## config.mk

```make
export PLATFORM = sky130hd
export DESIGN_NAME = bmprle_rem_unit
export DESIGN_NICKNAME = d
export VERILOG_FILES = /design/src/rtl/core/bmprle_rem_unit.sv
export VERILOG_INCLUDE_DIRS = /design/src /design/src/rtl/core
export SDC_FILE = /design/constraint.sdc
export NUM_CORES = 1
export LEC_CHECK = 0
export BUFFER_PORTS_ARGS = -buffer_cell sky130_fd_sc_hd__buf_2
export CAP_MARGIN = 0
export CORE_ASPECT_RATIO = 1.4
export CORE_MARGIN = 8
export CORE_UTILIZATION = 38
export CTS_BUF_LIST = sky130_fd_sc_hd__clkbuf_8
export DETAILED_ROUTE_END_ITERATION = 8
export PLACE_DENSITY_LB_ADDON = 0.12
export SETUP_SLACK_MARGIN = 0.02
export SYNTH_ARGS = -nofsm -noshare
export SYNTH_HDL_FRONTEND = slang
export SYNTH_SLANG_ARGS = --single-unit
```

## constraint.sdc

```tcl
create_clock -name i_clk -period 5.1 [get_ports i_clk]
set_input_delay 0.255 -clock i_clk [delete_from_list [all_inputs] [get_ports i_clk]]
set_output_delay 0.255 -clock i_clk [all_outputs]
set_load 0.01 [all_outputs]
```

## src/rtl/core/bmp_rle8_palette_decoder_macros.svh

```systemverilog
// Assertion helpers shared by the decoder modules.
// Both expect i_clk and i_rst_n in the scope where they are used.
`ifndef BMP_RLE8_PALETTE_DECODER_MACROS_SVH
`define BMP_RLE8_PALETTE_DECODER_MACROS_SVH

// Check a consequence in the same cycle as its cause.
`define BMPRLE_ASSERT_NOW(lbl, ante, cons, msg) \
    lbl: assert property (@(posedge i_clk) disable iff (!i_rst_n) (ante) |-> (cons)) \
        else $error(msg);

// Check a consequence in the cycle after its cause.
`define BMPRLE_ASSERT_NEXT(lbl, ante, cons, msg) \
    lbl: assert property (@(posedge i_clk) disable iff (!i_rst_n) (ante) |=> (cons)) \
        else $error(msg);

`endif

```

## src/rtl/core/bmprle_rem_unit.sv

```systemverilog
`include "bmp_rle8_palette_decoder_macros.svh"

module bmprle_rem_unit #(
    parameter int EW = 13,
    parameter int PW = 25
) (
    input  logic          i_clk,
    input  logic          i_rst_n,
    input  logic          i_start,
    input  logic [PW-1:0] i_dividend,
    input  logic [EW-1:0] i_divisor,
    output logic          o_busy,
    output logic          o_done,
    output logic [EW-1:0] o_rem
);

    localparam int CW = (PW > 1) ? $clog2(PW) : 1;

    logic          r_busy, n_busy;
    logic          r_done, n_done;
    logic [CW-1:0] r_cnt,  n_cnt;
    logic [EW-1:0] r_rem,  n_rem;

    logic [EW:0]   w_shift;
    logic [EW:0]   w_sub;
    logic          w_ge;
    logic [EW-1:0] w_step;

    // One restoring step: bring in the next dividend bit, subtract if it fits
    always_comb begin
        w_shift = {r_rem, i_dividend[r_cnt]};
        w_sub   = w_shift - {1'b0, i_divisor};
        w_ge    = (w_shift >= {1'b0, i_divisor});
        w_step  = w_ge ? w_sub[EW-1:0] : w_shift[EW-1:0];
    end

    // Sequence the steps from the top bit down
    always_comb begin
        n_busy = r_busy;
        n_done = 1'b0;
        n_cnt  = r_cnt;
        n_rem  = r_rem;
        if (i_start) begin
            n_busy = 1'b1;
            n_cnt  = CW'(PW - 1);
            n_rem  = '0;
        end else if (r_busy) begin
            n_rem = w_step;
            if (r_cnt == '0) begin
                n_busy = 1'b0;
                n_done = 1'b1;
            end else begin
                n_cnt = r_cnt - CW'(1);
            end
        end
    end

    always_ff @(posedge i_clk) begin
        if (!i_rst_n) begin
            r_busy <= 1'b0;
            r_done <= 1'b0;
            r_cnt  <= '0;
        end else begin
            r_busy <= n_busy;
            r_done <= n_done;
            r_cnt  <= n_cnt;
        end
    end

    always_ff @(posedge i_clk) begin
        r_rem <= n_rem;
    end

    assign o_busy = r_busy;
    assign o_done = r_done;
    assign o_rem  = r_rem;

    `BMPRLE_ASSERT_NOW(a_rem_no_restart, i_start, !r_busy && !r_done, "rem unit restarted while active")
    `BMPRLE_ASSERT_NOW(a_rem_done_after_busy, r_done, $past(r_busy), "rem done without a pass")

endmodule

```

==> results_dict.tcl <==
set metrics [dict create \
    status "finished, final reports clean" \
    fin_tns_setup_ns 0 \
    initial_core_util 0.3978 \
    via_per_inst 5.244 \
    fin_worst_skew_ns 0.006120 \
    cp.buffers_inverters 1 \
    clkSinkCount 20 \
    setup_ws_ns 1.123 \
    die-area_sq_um 7240 \
    synth_area_leaders "dfxtp_1 (22%), ha_1 (10%), mux4_2 (8.7%), nor2_1 (5.2%), a21oi_1 (4.7%)" \
    syn_avg_cell_area_sq_um 8.055 \
    numCtsBuffers 3 \
    worstMarginPinSlew_ns 1.014 \
    drive_gt1_frac 0.2482 \
    rows 29 \
    clk_pin_slew_ns 0.08 \
    ys_types 41 \
    clock_path_buffers 2 \
    h-tree-depth 1 \
    place_ws_ns 1.093 \
    wl_per_cell_um 14.18 \
    peakVddDrop_mv 0.1371 \
    grtUsageTotal 0.1392 \
    fp.dieH_um 97.53 \
    wl_met3_um 270 \
    grt_pass1_wl_um 8355 \
    met1_length_um 1871 \
    timing.critical_path.mode_cell "mux4_2" \
    fmax_mhz 251.4 \
    post-route-drc-count 0 \
    drtPass1Iterations 4 \
    intPower_mw 0.3265 \
    area_growth_pct 20.11 \
    rrSetupSlack_ns 1.12 \
    required_ns 5.27 \
    crit_family "multiplexers" \
    die_w_um 74.24 \
    regArea_sq_um 400.4 \
    core_sq_um 4536 \
    syn_inst 224 \
    nFillCells 497 \
    synth_area_leader_cell "dfxtp_1" \
    ant_nets 0 \
    cpMaxStageDelayCell "dfxtp_1" \
    slew_headroom 0.3234 \
    antenna_found_initial 0 \
    synth_area_sq_um 1804 \
    sw_frac_of_total 0.3455 \
    p_leak_nw 0.9622 \
    dr_wl_met2_um 2554 \
    cp_cell_sequence "mux4_2 -> mux4_2 -> mux2i_4 -> ha_1 -> inv_1 -> fa_1 -> a211o_1 -> nand3_1 -> a21oi_1 -> nor2_1 -> nand2_1 -> a311oi_1" \
    antenna_cells 0 \
    dp_hpwl_um 3839 \
    slew_violations 0 \
    pwr-share-seq 0.375 \
    wirelength_um 4764 \
    ctsHoldBuffers 0 \
    ios 56 \
    gp_congestion 0.8203 \
    ys_ff_latch 20 \
    synth_edf_count 0 \
    syn_nets 281 \
    cts_tree "done" \
    insertion_delay_ns 0.27 \
    cts_root_buf "clkbuf_8" \
    final-hold-violation-count 0 \
    grt_overflow 0 \
    utilization 0.4778 \
    seq_area_frac_synth 0.2219 \
    nets 332 \
    max_stage_delay_ns 0.62 \
    switching_power_mw 0.1723 \
    clockPowerShare 0.253 \
    grt_pass1_vias 1859 \
    max_cap_viol_count 0 \
    top_layer_used "met4" \
    crit_type "flop to flop" \
    min_period_ns 3.977 \
    drt_iter0_drc 81 \
    cp.arrival_ns 4.15 \
    io_buffers 55 \
    fin_crit_sh 0.7798 \
    yosys_warnings 0 \
    combPwrFrac 0.373 \
    setup_violations 0 \
    synth.top_cell.area_share 0.2219 \
    synthFlopType "dfxtp_1" \
    critPathLaunchType "flop" \
    vias 1762 \
    path_max_fanout 9 \
    postCtsResizedCells 0 \
    p_per_area_nw_per_um2 230.2 \
    rsz0062_at_grt "false" \
    multiInputGateArea_sq_um 1295 \
    grt_max_degree 33 \
    end_kind "flop" \
    post-cts-setup-buffer-count 0 \
    async_flop_share 0 \
    hold_path_class "primary input to flop" \
]
synthesized netlist by cell type, types with 4 or more instances:
library cell / count
nand3_1: 6
xnor2_1: 6
a21o_1: 4
clkbuf_1: 7
a211oi_1: 7
a21oi_1: 17
nor3b_1: 6
ha_1: 15
dfxtp_1: 20
mux2i_1: 5
inv_1: 17
o21a_1: 7
a31oi_1: 4
o21ai_1: 6
nor2_1: 25
nor3_1: 4
o21ai_0: 7
mux4_2: 7
nand2b_1: 4
nand2_1: 19
power groups by stage:
| stage | logic [mW] | registers, mW | clock network (mW) |
|---|---|---|---|
| 2_1_floorplan | 0.139 | 0.185 | 0 |
| 3_3_place_gp | 0.185 | 0.191 | 0 |
| 3_5_place_dp | 0.186 | 0.191 | 0 |
| 4_1_cts | 0.187 | 0.187 | 0.130 |
| 5_1_grt | 0.210 | 0.190 | 0.135 |
| 6_report | 0.186 | 0.187 | 0.126 |
final cells by class:
cell class	count	share of cell area
sequential	20	0.1848
clock buffer	4	0.02540
multi-input combinational	178	0.5976
timing repair buffer	55	0.1270
inverter	17	0.02945
tap	62	0.03580
cell usage in the layout (no fill, tap or decap), types with 2 or more instances in the layout:
master    netlist  routed
buf_2           0      55
nor2_1         25      25
dfxtp_1        20      20
nand2_1        19      19
inv_1          17      17
a21oi_1        17      17
ha_1           15      15
mux4_2          7       7
o21a_1          7       7
a211oi_1        7       7
o21ai_0         7       7
nand3_1         6       6
o21ai_1         6       6
nor3b_1         6       6
xnor2_1         6       6
mux2i_1         5       5
nor3_1          4       4
nand2b_1        4       4
a21o_1          4       4
a31oi_1         4       4
clkbuf_8        0       4
xor2_1          3       3
nor2b_1         3       3
o211ai_1        3       3
a311oi_1        3       3
or3_1           2       2
nand3b_1        2       2
flip-flops by register name, indices dropped and copies added, names as in the netlist:
| name | count |
|---|---|
| o_busy | 1 |
| o_done | 1 |
| o_rem | 13 |
| r_cnt | 5 |
stage by stage:
stage               instances  hold slack [ns]  cell area [sq um]  power (mW)
floorplan                 224           0.3725               1804      0.3241
global placement          332           0.5081               2112      0.3759
detailed placement        332           0.5098               2112      0.3766
CTS                       336           0.2443               2167      0.5043
global route              336           0.2550               2167      0.5356
finish                    336           0.2434               2167      0.4988
final timing paths:
| path | from | depth (start not counted) | end |
|---|---|---|---|
| min | i_rst_n | 2 | r_cnt[4] |
| min reg2reg | o_rem[5] | 2 | o_rem[5] |
| max reg2reg | r_cnt[0] | 12 | o_rem[5] |
| max | r_cnt[0] | 12 | o_rem[5] |
logic make-up (layout without fill, tap and decap cells):
kind of cell	count (synthesis)	count (layout)	share of synthesized area
buffers and inverters	26	76	0.06034
adder cells (fa/ha/maj)	16	16	0.1151
XOR/XNOR	9	9	0.04369
AO/OA/AOI/OAI	66	66	0.2358
AND/OR/NAND/NOR	74	74	0.1956
multiplexers	13	13	0.1276
flip-flops	20	20	0.2219
per-layer routing:
layer  up-vias  global-route usage
li1        906                   -
met1       803              0.1471
met2        46              0.2568
met3         7             0.02996
met4         0             0.04394
met5         -                   0
(Power assumes the default switching activity.)
