## config.mk

```make
export PLATFORM = sky130hd
export DESIGN_NAME = bmprle_parser
export DESIGN_NICKNAME = d
export VERILOG_FILES = /design/src/rtl/core/bmp_rle8_palette_decoder_macros.svh /design/src/rtl/core/bmprle_pkg.sv /design/src/rtl/core/bmprle_parser.sv
export SDC_FILE = /design/constraint.sdc
export NUM_CORES = 1
export LEC_CHECK = 0
export BUFFER_PORTS_ARGS = -buffer_cell sky130_fd_sc_hd__buf_2
export CAP_MARGIN = 20
export CORE_MARGIN = 1.5
export CORE_UTILIZATION = 35
export DETAILED_ROUTE_END_ITERATION = 12
export PLACE_DENSITY = 0.58
export SLEW_MARGIN = 5
export SYNTH_ARGS = -nofsm -noshare
export SYNTH_HDL_FRONTEND = slang
export SYNTH_SLANG_ARGS = --single-unit
export TNS_END_PERCENT = 50
```

## constraint.sdc

```tcl
create_clock -name i_clk -period 5.99 [get_ports i_clk]
set_input_delay 0 -clock i_clk [delete_from_list [all_inputs] [get_ports i_clk]]
set_output_delay 0 -clock i_clk [all_outputs]
set_load 0.05 [all_outputs]
```

## src/rtl/core/bmp_rle8_palette_decoder_macros.svh

```systemverilog
// Assertion helpers shared by the decoder modules.
// Both expect i_clk and i_rst_n in the scope where they are used.
`ifndef BMP_RLE8_PALETTE_DECODER_MACROS_SVH
`define BMP_RLE8_PALETTE_DECODER_MACROS_SVH

// Check a consequence in the same cycle as its cause.
`define BMPRLE_ASSERT_NOW(lbl, ante, cons, msg) \
    lbl: assert property (@(posedge i_clk) disable iff (!i_rst_n) (ante) |-> (cons)) \
        else $error(msg);

// Check a consequence in the cycle after its cause.
`define BMPRLE_ASSERT_NEXT(lbl, ante, cons, msg) \
    lbl: assert property (@(posedge i_clk) disable iff (!i_rst_n) (ante) |=> (cons)) \
        else $error(msg);

`endif

```

## src/rtl/core/bmprle_pkg.sv

```systemverilog
package bmprle_pkg;

    // Palette geometry
    localparam int PAL_DEPTH = 256;
    localparam int PAL_AW    = 8;
    localparam int COLOR_W   = 24;

    // Result field widths
    localparam int START_W = 24;
    localparam int LEN_W   = 25;
    localparam logic [START_W-1:0] START_MAX = 24'hFFFFFF;

    // Config port
    localparam int CFG_DW = 13;
    localparam logic CFG_IDX_WIDTH  = 1'b0;
    localparam logic CFG_IDX_HEIGHT = 1'b1;

    // Input item kinds
    localparam logic [1:0] KIND_PALETTE = 2'd0;
    localparam logic [1:0] KIND_BYTE    = 2'd1;
    localparam logic [1:0] KIND_START   = 2'd2;

    // Result kinds
    localparam logic [1:0] RES_FILL = 2'd0;
    localparam logic [1:0] RES_RUN  = 2'd1;
    localparam logic [1:0] RES_EOB  = 2'd2;

    // Escape codes after a zero count byte
    localparam logic [7:0] ESC_EOL   = 8'd0;
    localparam logic [7:0] ESC_EOB   = 8'd1;
    localparam logic [7:0] ESC_DELTA = 8'd2;

    typedef enum logic [2:0] {
        PH_FIRST   = 3'd0,
        PH_VALUE   = 3'd1,
        PH_ESCAPE  = 3'd2,
        PH_DELTA_X = 3'd3,
        PH_DELTA_Y = 3'd4,
        PH_LITERAL = 3'd5,
        PH_PAD     = 3'd6
    } t_phase;

    // Result descriptor produced by the parser, before the palette lookup
    typedef struct packed {
        logic [1:0]         kind;
        logic [START_W-1:0] start;
        logic [LEN_W-1:0]   len;
        logic               zero_color;
    } t_meta;

    // Finished result item
    typedef struct packed {
        logic [1:0]         kind;
        logic [START_W-1:0] start;
        logic [LEN_W-1:0]   len;
        logic [COLOR_W-1:0] color;
    } t_result;

endpackage

```

## src/rtl/core/bmprle_parser.sv

```systemverilog
module bmprle_parser #(
    parameter int EW = 13,
    parameter int PW = 25
) (
    input  logic                          i_clk,
    input  logic                          i_rst_n,
    input  logic                          i_accept,
    input  logic [1:0]                    i_kind,
    input  logic [7:0]                    i_byte,
    input  logic [EW-1:0]                 i_eff_w,
    input  logic [PW-1:0]                 i_frame,
    input  logic                          i_rem_done,
    input  logic [EW-1:0]                 i_rem,
    output logic                          o_meta_valid,
    output bmprle_pkg::t_meta             o_meta,
    output logic [bmprle_pkg::PAL_AW-1:0] o_rd_addr,
    output logic                          o_rem_start,
    output logic [PW-1:0]                 o_pos
);

    localparam int DW = EW + 9;
    localparam int SW = ((PW > DW) ? PW : DW) + 1;

    bmprle_pkg::t_phase r_phase, n_phase;
    logic [7:0]    r_held, n_held;
    logic [7:0]    r_dcol, n_dcol;
    logic [7:0]    r_lit,  n_lit;
    logic          r_pad,  n_pad;
    logic [PW-1:0] r_pos,  n_pos;
    logic          r_done, n_done;
    logic          r_dpend, n_dpend;
    logic [DW-1:0] r_dadd, n_dadd;

    logic          w_is_byte;
    logic          w_start;
    logic [7:0]    w_run_n;
    logic [PW:0]   w_run_sum;
    logic [PW-1:0] w_run_pos;
    logic          w_in_frame;
    logic [PW-1:0] w_room;
    logic [7:0]    w_run_len;
    logic [EW+7:0] w_dprod;
    logic [DW-1:0] w_dadd_n;
    logic [SW-1:0] w_dsum;
    logic [PW-1:0] w_dpos;
    logic [PW-1:0] w_eol_pos;
    logic [7:0]    w_lit_dec;

    // Datapath shared by the phases
    always_comb begin
        w_is_byte  = i_accept && (i_kind == bmprle_pkg::KIND_BYTE) && !r_done;
        w_start    = i_accept && (i_kind == bmprle_pkg::KIND_START);
        w_run_n    = (r_phase == bmprle_pkg::PH_VALUE) ? r_held : 8'd1;
        w_run_sum  = {1'b0, r_pos} + (PW+1)'(w_run_n);
        w_run_pos  = (w_run_sum > {1'b0, i_frame}) ? i_frame : w_run_sum[PW-1:0];
        w_in_frame = (r_pos < i_frame);
        w_room     = i_frame - r_pos;
        w_run_len  = (64'(w_room) < 64'(w_run_n)) ? 8'(w_room) : w_run_n;
        w_dprod    = (EW+8)'(i_byte) * (EW+8)'(i_eff_w);
        w_dadd_n   = DW'(w_dprod) + DW'(r_dcol);
        w_dsum     = SW'(r_pos) + SW'(r_dadd);
        w_dpos     = (w_dsum > SW'(i_frame)) ? i_frame : PW'(w_dsum);
        w_eol_pos  = r_pos + PW'(i_eff_w - i_rem);
        w_lit_dec  = r_lit - 8'd1;
    end

    // Next parse phase
    always_comb begin
        n_phase = r_phase;
        if (w_start) begin
            n_phase = bmprle_pkg::PH_FIRST;
        end else if (w_is_byte) begin
            unique case (r_phase)
                bmprle_pkg::PH_FIRST: begin
                    n_phase = (i_byte == 8'd0) ? bmprle_pkg::PH_ESCAPE : bmprle_pkg::PH_VALUE;
                end
                bmprle_pkg::PH_ESCAPE: begin
                    unique case (i_byte)
                        bmprle_pkg::ESC_EOL:   n_phase = bmprle_pkg::PH_FIRST;
                        bmprle_pkg::ESC_EOB:   n_phase = bmprle_pkg::PH_FIRST;
                        bmprle_pkg::ESC_DELTA: n_phase = bmprle_pkg::PH_DELTA_X;
                        default:               n_phase = bmprle_pkg::PH_LITERAL;
                    endcase
                end
                bmprle_pkg::PH_DELTA_X: n_phase = bmprle_pkg::PH_DELTA_Y;
                bmprle_pkg::PH_LITERAL: begin
                    if (w_lit_dec == 8'd0) begin
                        n_phase = r_pad ? bmprle_pkg::PH_PAD : bmprle_pkg::PH_FIRST;
                    end
                end
                default: n_phase = bmprle_pkg::PH_FIRST;
            endcase
        end
    end

    // Parse registers, position and result descriptor
    always_comb begin
        n_held       = r_held;
        n_dcol       = r_dcol;
        n_lit        = r_lit;
        n_pad        = r_pad;
        n_pos        = r_pos;
        n_done       = r_done;
        n_dpend      = 1'b0;
        n_dadd       = r_dadd;
        o_meta_valid = 1'b0;
        o_meta       = '0;
        o_rd_addr    = '0;
        o_rem_start  = 1'b0;

        // Finish a delta skip or a line end left over from earlier bytes
        if (r_dpend) begin
            n_pos = w_dpos;
        end
        if (i_rem_done && (i_rem != '0)) begin
            n_pos = w_eol_pos;
        end

        if (w_start) begin
            n_held       = '0;
            n_dcol       = '0;
            n_lit        = '0;
            n_pad        = 1'b0;
            n_pos        = '0;
            n_done       = 1'b0;
            o_meta_valid = 1'b1;
            o_meta.kind  = bmprle_pkg::RES_FILL;
            o_meta.len   = bmprle_pkg::LEN_W'(i_frame);
        end else if (w_is_byte) begin
            unique case (r_phase)
                bmprle_pkg::PH_FIRST: n_held = i_byte;
                bmprle_pkg::PH_VALUE, bmprle_pkg::PH_LITERAL: begin
                    n_pos = w_run_pos;
                    if (r_phase == bmprle_pkg::PH_LITERAL) begin
                        n_lit = w_lit_dec;
                    end
                    if (w_in_frame) begin
                        o_meta_valid = 1'b1;
                        o_meta.kind  = bmprle_pkg::RES_RUN;
                        o_meta.start = bmprle_pkg::START_W'(r_pos);
                        o_meta.len   = bmprle_pkg::LEN_W'(w_run_len);
                        o_rd_addr    = i_byte;
                    end
                end
                bmprle_pkg::PH_ESCAPE: begin
                    unique case (i_byte)
                        bmprle_pkg::ESC_EOL: o_rem_start = 1'b1;
                        bmprle_pkg::ESC_EOB: begin
                            n_done            = 1'b1;
                            o_meta_valid      = 1'b1;
                            o_meta.kind       = bmprle_pkg::RES_EOB;
                            o_meta.zero_color = 1'b1;
                            o_meta.start      = (64'(r_pos) > 64'(bmprle_pkg::START_MAX))
                                              ? bmprle_pkg::START_MAX
                                              : bmprle_pkg::START_W'(r_pos);
                        end
                        bmprle_pkg::ESC_DELTA: ;
                        default: begin
                            n_lit = i_byte;
                            n_pad = i_byte[0];
                        end
                    endcase
                end
                bmprle_pkg::PH_DELTA_X: n_dcol = i_byte;
                bmprle_pkg::PH_DELTA_Y: begin
                    n_dpend = 1'b1;
                    n_dadd  = w_dadd_n;
                end
                default: n_pad = 1'b0;
            endcase
        end
    end

    always_ff @(posedge i_clk) begin
        if (!i_rst_n) begin
            r_phase <= bmprle_pkg::PH_FIRST;
            r_held  <= '0;
            r_dcol  <= '0;
            r_lit   <= '0;
            r_pad   <= 1'b0;
            r_pos   <= '0;
            r_done  <= 1'b1;
            r_dpend <= 1'b0;
        end else begin
            r_phase <= n_phase;
            r_held  <= n_held;
            r_dcol  <= n_dcol;
            r_lit   <= n_lit;
            r_pad   <= n_pad;
            r_pos   <= n_pos;
            r_done  <= n_done;
            r_dpend <= n_dpend;
        end
    end

    always_ff @(posedge i_clk) begin
        r_dadd <= n_dadd;
    end

    assign o_pos = r_pos;

endmodule

```

==> key figures <==
Outcome
  • Outcome: finished, final reports clean

Placed design
  • IO buf count: 151
  • DPL Wire Length: 42500 um
  • Area post-placement: 16360 sq um
  • Final GP Congestion: 0.9766

Pwr
  • Tot Pwr: 4.528 mW
  • PwrDens: 271.0 nW/um^2
  • Pleak: 7.705 nW
  • Worst ir drop on vdd: 0.1155 mV

Min path
  • Hold path depth: 5
  • Worst hold path endpoint: o_pos[18]$_SDFF_PP0_
  • Hold Startpoint: i_frame[18]
  • Hold crit path type: input pin to flop

Global route
  • Largest net degree at the start of global routing: 40
  • Global route overflow: 0
  • Overall Global Routing Usage: 0.2332
  • Antenna violations before repair: 0
  • Vias in the first global route: 14.29k
  • Global-route wire length before repair: 79670 um

Timing
  • Fmax: 176.6 MHz
  • RSZ-0062 raised after global routing: no
  • Final Cycle Share: 0.9451
  • Tmin final: 5.661 ns
  • Final setup fails: 0
  • Final hold vios: 0
  • Worst slew pin tran: 1.085 ns
  • Slew margin rel.: 0.2755
  • Pins over their slew limit: 0
  • Setup TNS: 0 ns
  • Worst Clk Skew: 0.01418 ns

Clock network
  • Post-CTS Setup Bufs: 0
  • Clock slew at reported path FFs: 0.07 ns
  • CTS tree: done
  • Clock Latency Late Sink: 0.37 ns
  • Htree depth: 3
  • Total CTS buffers: 9
  • Longest Clk Path Bufs: 2
  • TritonCTS Sinks: 77
  • Root Buffer: clkbuf_16

Critical path
  • R2R setup slack: 0.39 ns
  • FF-to-FF Start: r_dadd[0]$_DFFE_PP_
  • CP Class: flop to output port
  • WP data required: 5.99 ns
  • Worst r2r path cells: 22
  • RR Endpoint: o_pos[17]$_SDFF_PP0_
  • Startpoint Class: flop
  • Critical Path Fanout Max: 14
  • Crit end category: output port
  • CP arrival: 5.66 ns

Floorplanning
  • Die Width: 209.7 um
  • Core Footprint: 42040 sq um
  • IO Count: 152
  • Die area: 43970 sq um
  • Starting Density: 0.3557
  • Rows: 75
  • Die Span Y: 209.7 um

Synthesis
  • #FFs+latches synth: 77
  • Mapped Cells: 1918
  • Syn_area_per_cell: 7.796 sq um
  • Synth async-reset ratio: 0
  • Synth Net Count: 2257
  • Netlist cell types: 96
  • Top_reg_cell synth: dfxtp_1
  • Synth Warn #: 0
  • Number of flops mapped to enable cells by yosys: 22
  • Register area share after synthesis: 0.1178
  • Synthesized area: 14950 sq um

Layout
  • Layout cells sized above 1: 0.1267
  • Post-route core utilization: 0.3974
  • Synth-to-Final Area Change: 11.71%
  • Most common cell after layout, fill and taps aside: inv_1
  • # diodes: 0
  • # nets final: 2386
  • Most frequent cells in the layout: inv_1 (211), ha_1 (196), buf_2 (151), nand2_1 (145), a21oi_1 (136)
  • Final instance area: 16700 sq um

Drt
  • DRC Markers: 0
  • Final WL: 51730 um
  • Vias per cell: 5.660
  • DRT Pass-1 Iters: 8
  • Vias: 14.67k
  • Routed len/inst: 19.97 um
  • 1st-iter DRT viols: 1077
  • Routed Antenna Nets: 0

Job
  • MaxCap Viol Count: 0
-- worst max-delay path, cell delays in order, from the launching register on --
cell and delay (ns):
dfxtp_1 0.37, buf_4 0.23, inv_1 0.14, ha_1 0.33, nor2b_1 0.15, o311ai_1 0.53, a21oi_1 0.23, nor2_1 0.16
xnor2_1 0.17, ha_1 0.29, a21o_1 0.23, a221oi_1 0.21, nand4_1 0.14, nor4_1 0.32, o2111ai_1 0.18, nor4_1 0.45
nand3_1 0.21, nor4_4 0.18, buf_4 0.25, nand4b_1 0.11, nand3_1 0.12, buf_2 0.27
-- cell type report --
cell class / instances / area [sq um]
Multi-Input combinational cell: 1550 / 12060
Clock inverter: 6 / 68.82
Timing Repair Buffer: 195 / 1101
Tap cell: 539 / 674.4
Inverter: 214 / 803.3
Fill cell: 4352 / 25340
Clock buffer: 10 / 239.0
Sequential cell: 77 / 1762
-- synthesized netlist by cell type, drive strengths merged (8+ instances only) --
cell type,count,share of area
nand2b,25,0.010
a211oi,21,0.011
nand2,145,0.036
o21ai,105,0.036
mux2i,46,0.031
ha,196,0.16
or2,10,0.0042
clkbuf,60,0.015
nor3,65,0.022
dfxtp,55,0.074
a21oi,136,0.046
o21bai,14,0.0070
a21o,41,0.021
fa,78,0.10
xor2,22,0.013
a22oi,12,0.0060
nand3,33,0.011
mux2,10,0.0075
nor2,123,0.031
nor2b,29,0.012
edfxtp,22,0.044
nand4,22,0.0092
o211ai,17,0.0095
nor4,18,0.0090
o22ai,8,0.0033
xnor2,81,0.047
o221ai,8,0.0051
buf,17,0.0093
a31oi,23,0.011
or3,14,0.0059
and2,75,0.031
o21a,55,0.028
inv,213,0.053
-- where the power goes --
| part | switching, mW | total (mW) | leakage [nW] | internal (mW) |
|---|---|---|---|---|
| clock network | 0.256 | 0.594 | 0.149 | 0.337 |
| registers | 0.0513 | 0.679 | 0.649 | 0.628 |
| logic | 1.97 | 3.25 | 6.91 | 1.28 |
| total | 2.28 | 4.53 | 7.70 | 2.25 |
-- kinds of logic (layout without fill, tap and decap cells) --
family / after synthesis / in the layout / synth area share
xor+xnor: 103 / 103 / 0.06033
compound gates: 518 / 518 / 0.2315
mux: 56 / 56 / 0.03832
simple gates: 595 / 595 / 0.2027
buf+inv: 291 / 425 / 0.07807
fa+ha+maj: 278 / 278 / 0.2712
flops: 77 / 77 / 0.1178
-- per-layer routing --
| metal | vias to the layer above | wire, um | global-route usage |
|---|---|---|---|
| met4 | 0 | 1750 | 0.08956 |
| met3 | 84 | 2946 | 0.02783 |
| li1 | 7068 | - | - |
| met5 | - | 0 | 0 |
| met2 | 467 | 23540 | 0.3842 |
| met1 | 7047 | 23500 | 0.3117 |
-- what timing repair did --
action,CTS,global route
hold buffers,1,0
gates resized for setup,0,3
endpoints found under the hold margin,1,0
setup endpoints to repair,0,11
-- registers in the layout, indices dropped and copies added (netlist names) --
name,flops
r_dpend,1
r_done,1
o_pos,25
r_lit,8
r_dadd,22
r_phase,3
r_held,8
r_pad,1
r_dcol,8
-- worst max-delay path by stage --
stage	startpoint	to	slack, ns	cells after the start
5_1_grt	o_pos[6]$_SDFF_PP0_	o_pos[17]$_SDFF_PP0_	0.04	21
4_1_cts	r_dadd[0]$_DFFE_PP_	o_pos[17]$_SDFF_PP0_	0.18	22
3_3_place_gp	r_dadd[0]$_DFFE_PP_	o_pos[17]$_SDFF_PP0_	0.39	22
3_5_place_dp	r_dadd[0]$_DFFE_PP_	o_pos[17]$_SDFF_PP0_	0.27	22
2_1_floorplan	o_pos[0]$_SDFF_PP0_	o_pos[17]$_SDFF_PP0_	0.78	23
6_report	o_pos[1]$_SDFF_PP0_	o_meta[4]	0.33	21
-- stage by stage --
stage / cells / hold WS, ns / setup slack (ns)
floorplan: 1918 / 0.07623 / 0.7845
global placement: 2573 / 0.2211 / 0.3944
detailed placement: 2573 / 0.2398 / 0.2669
CTS: 2590 / 0.06935 / 0.1813
global route: 2591 / 0.1359 / 0.04350
finish: 2591 / 0.07794 / 0.3287
(Power assumes the default switching activity.)
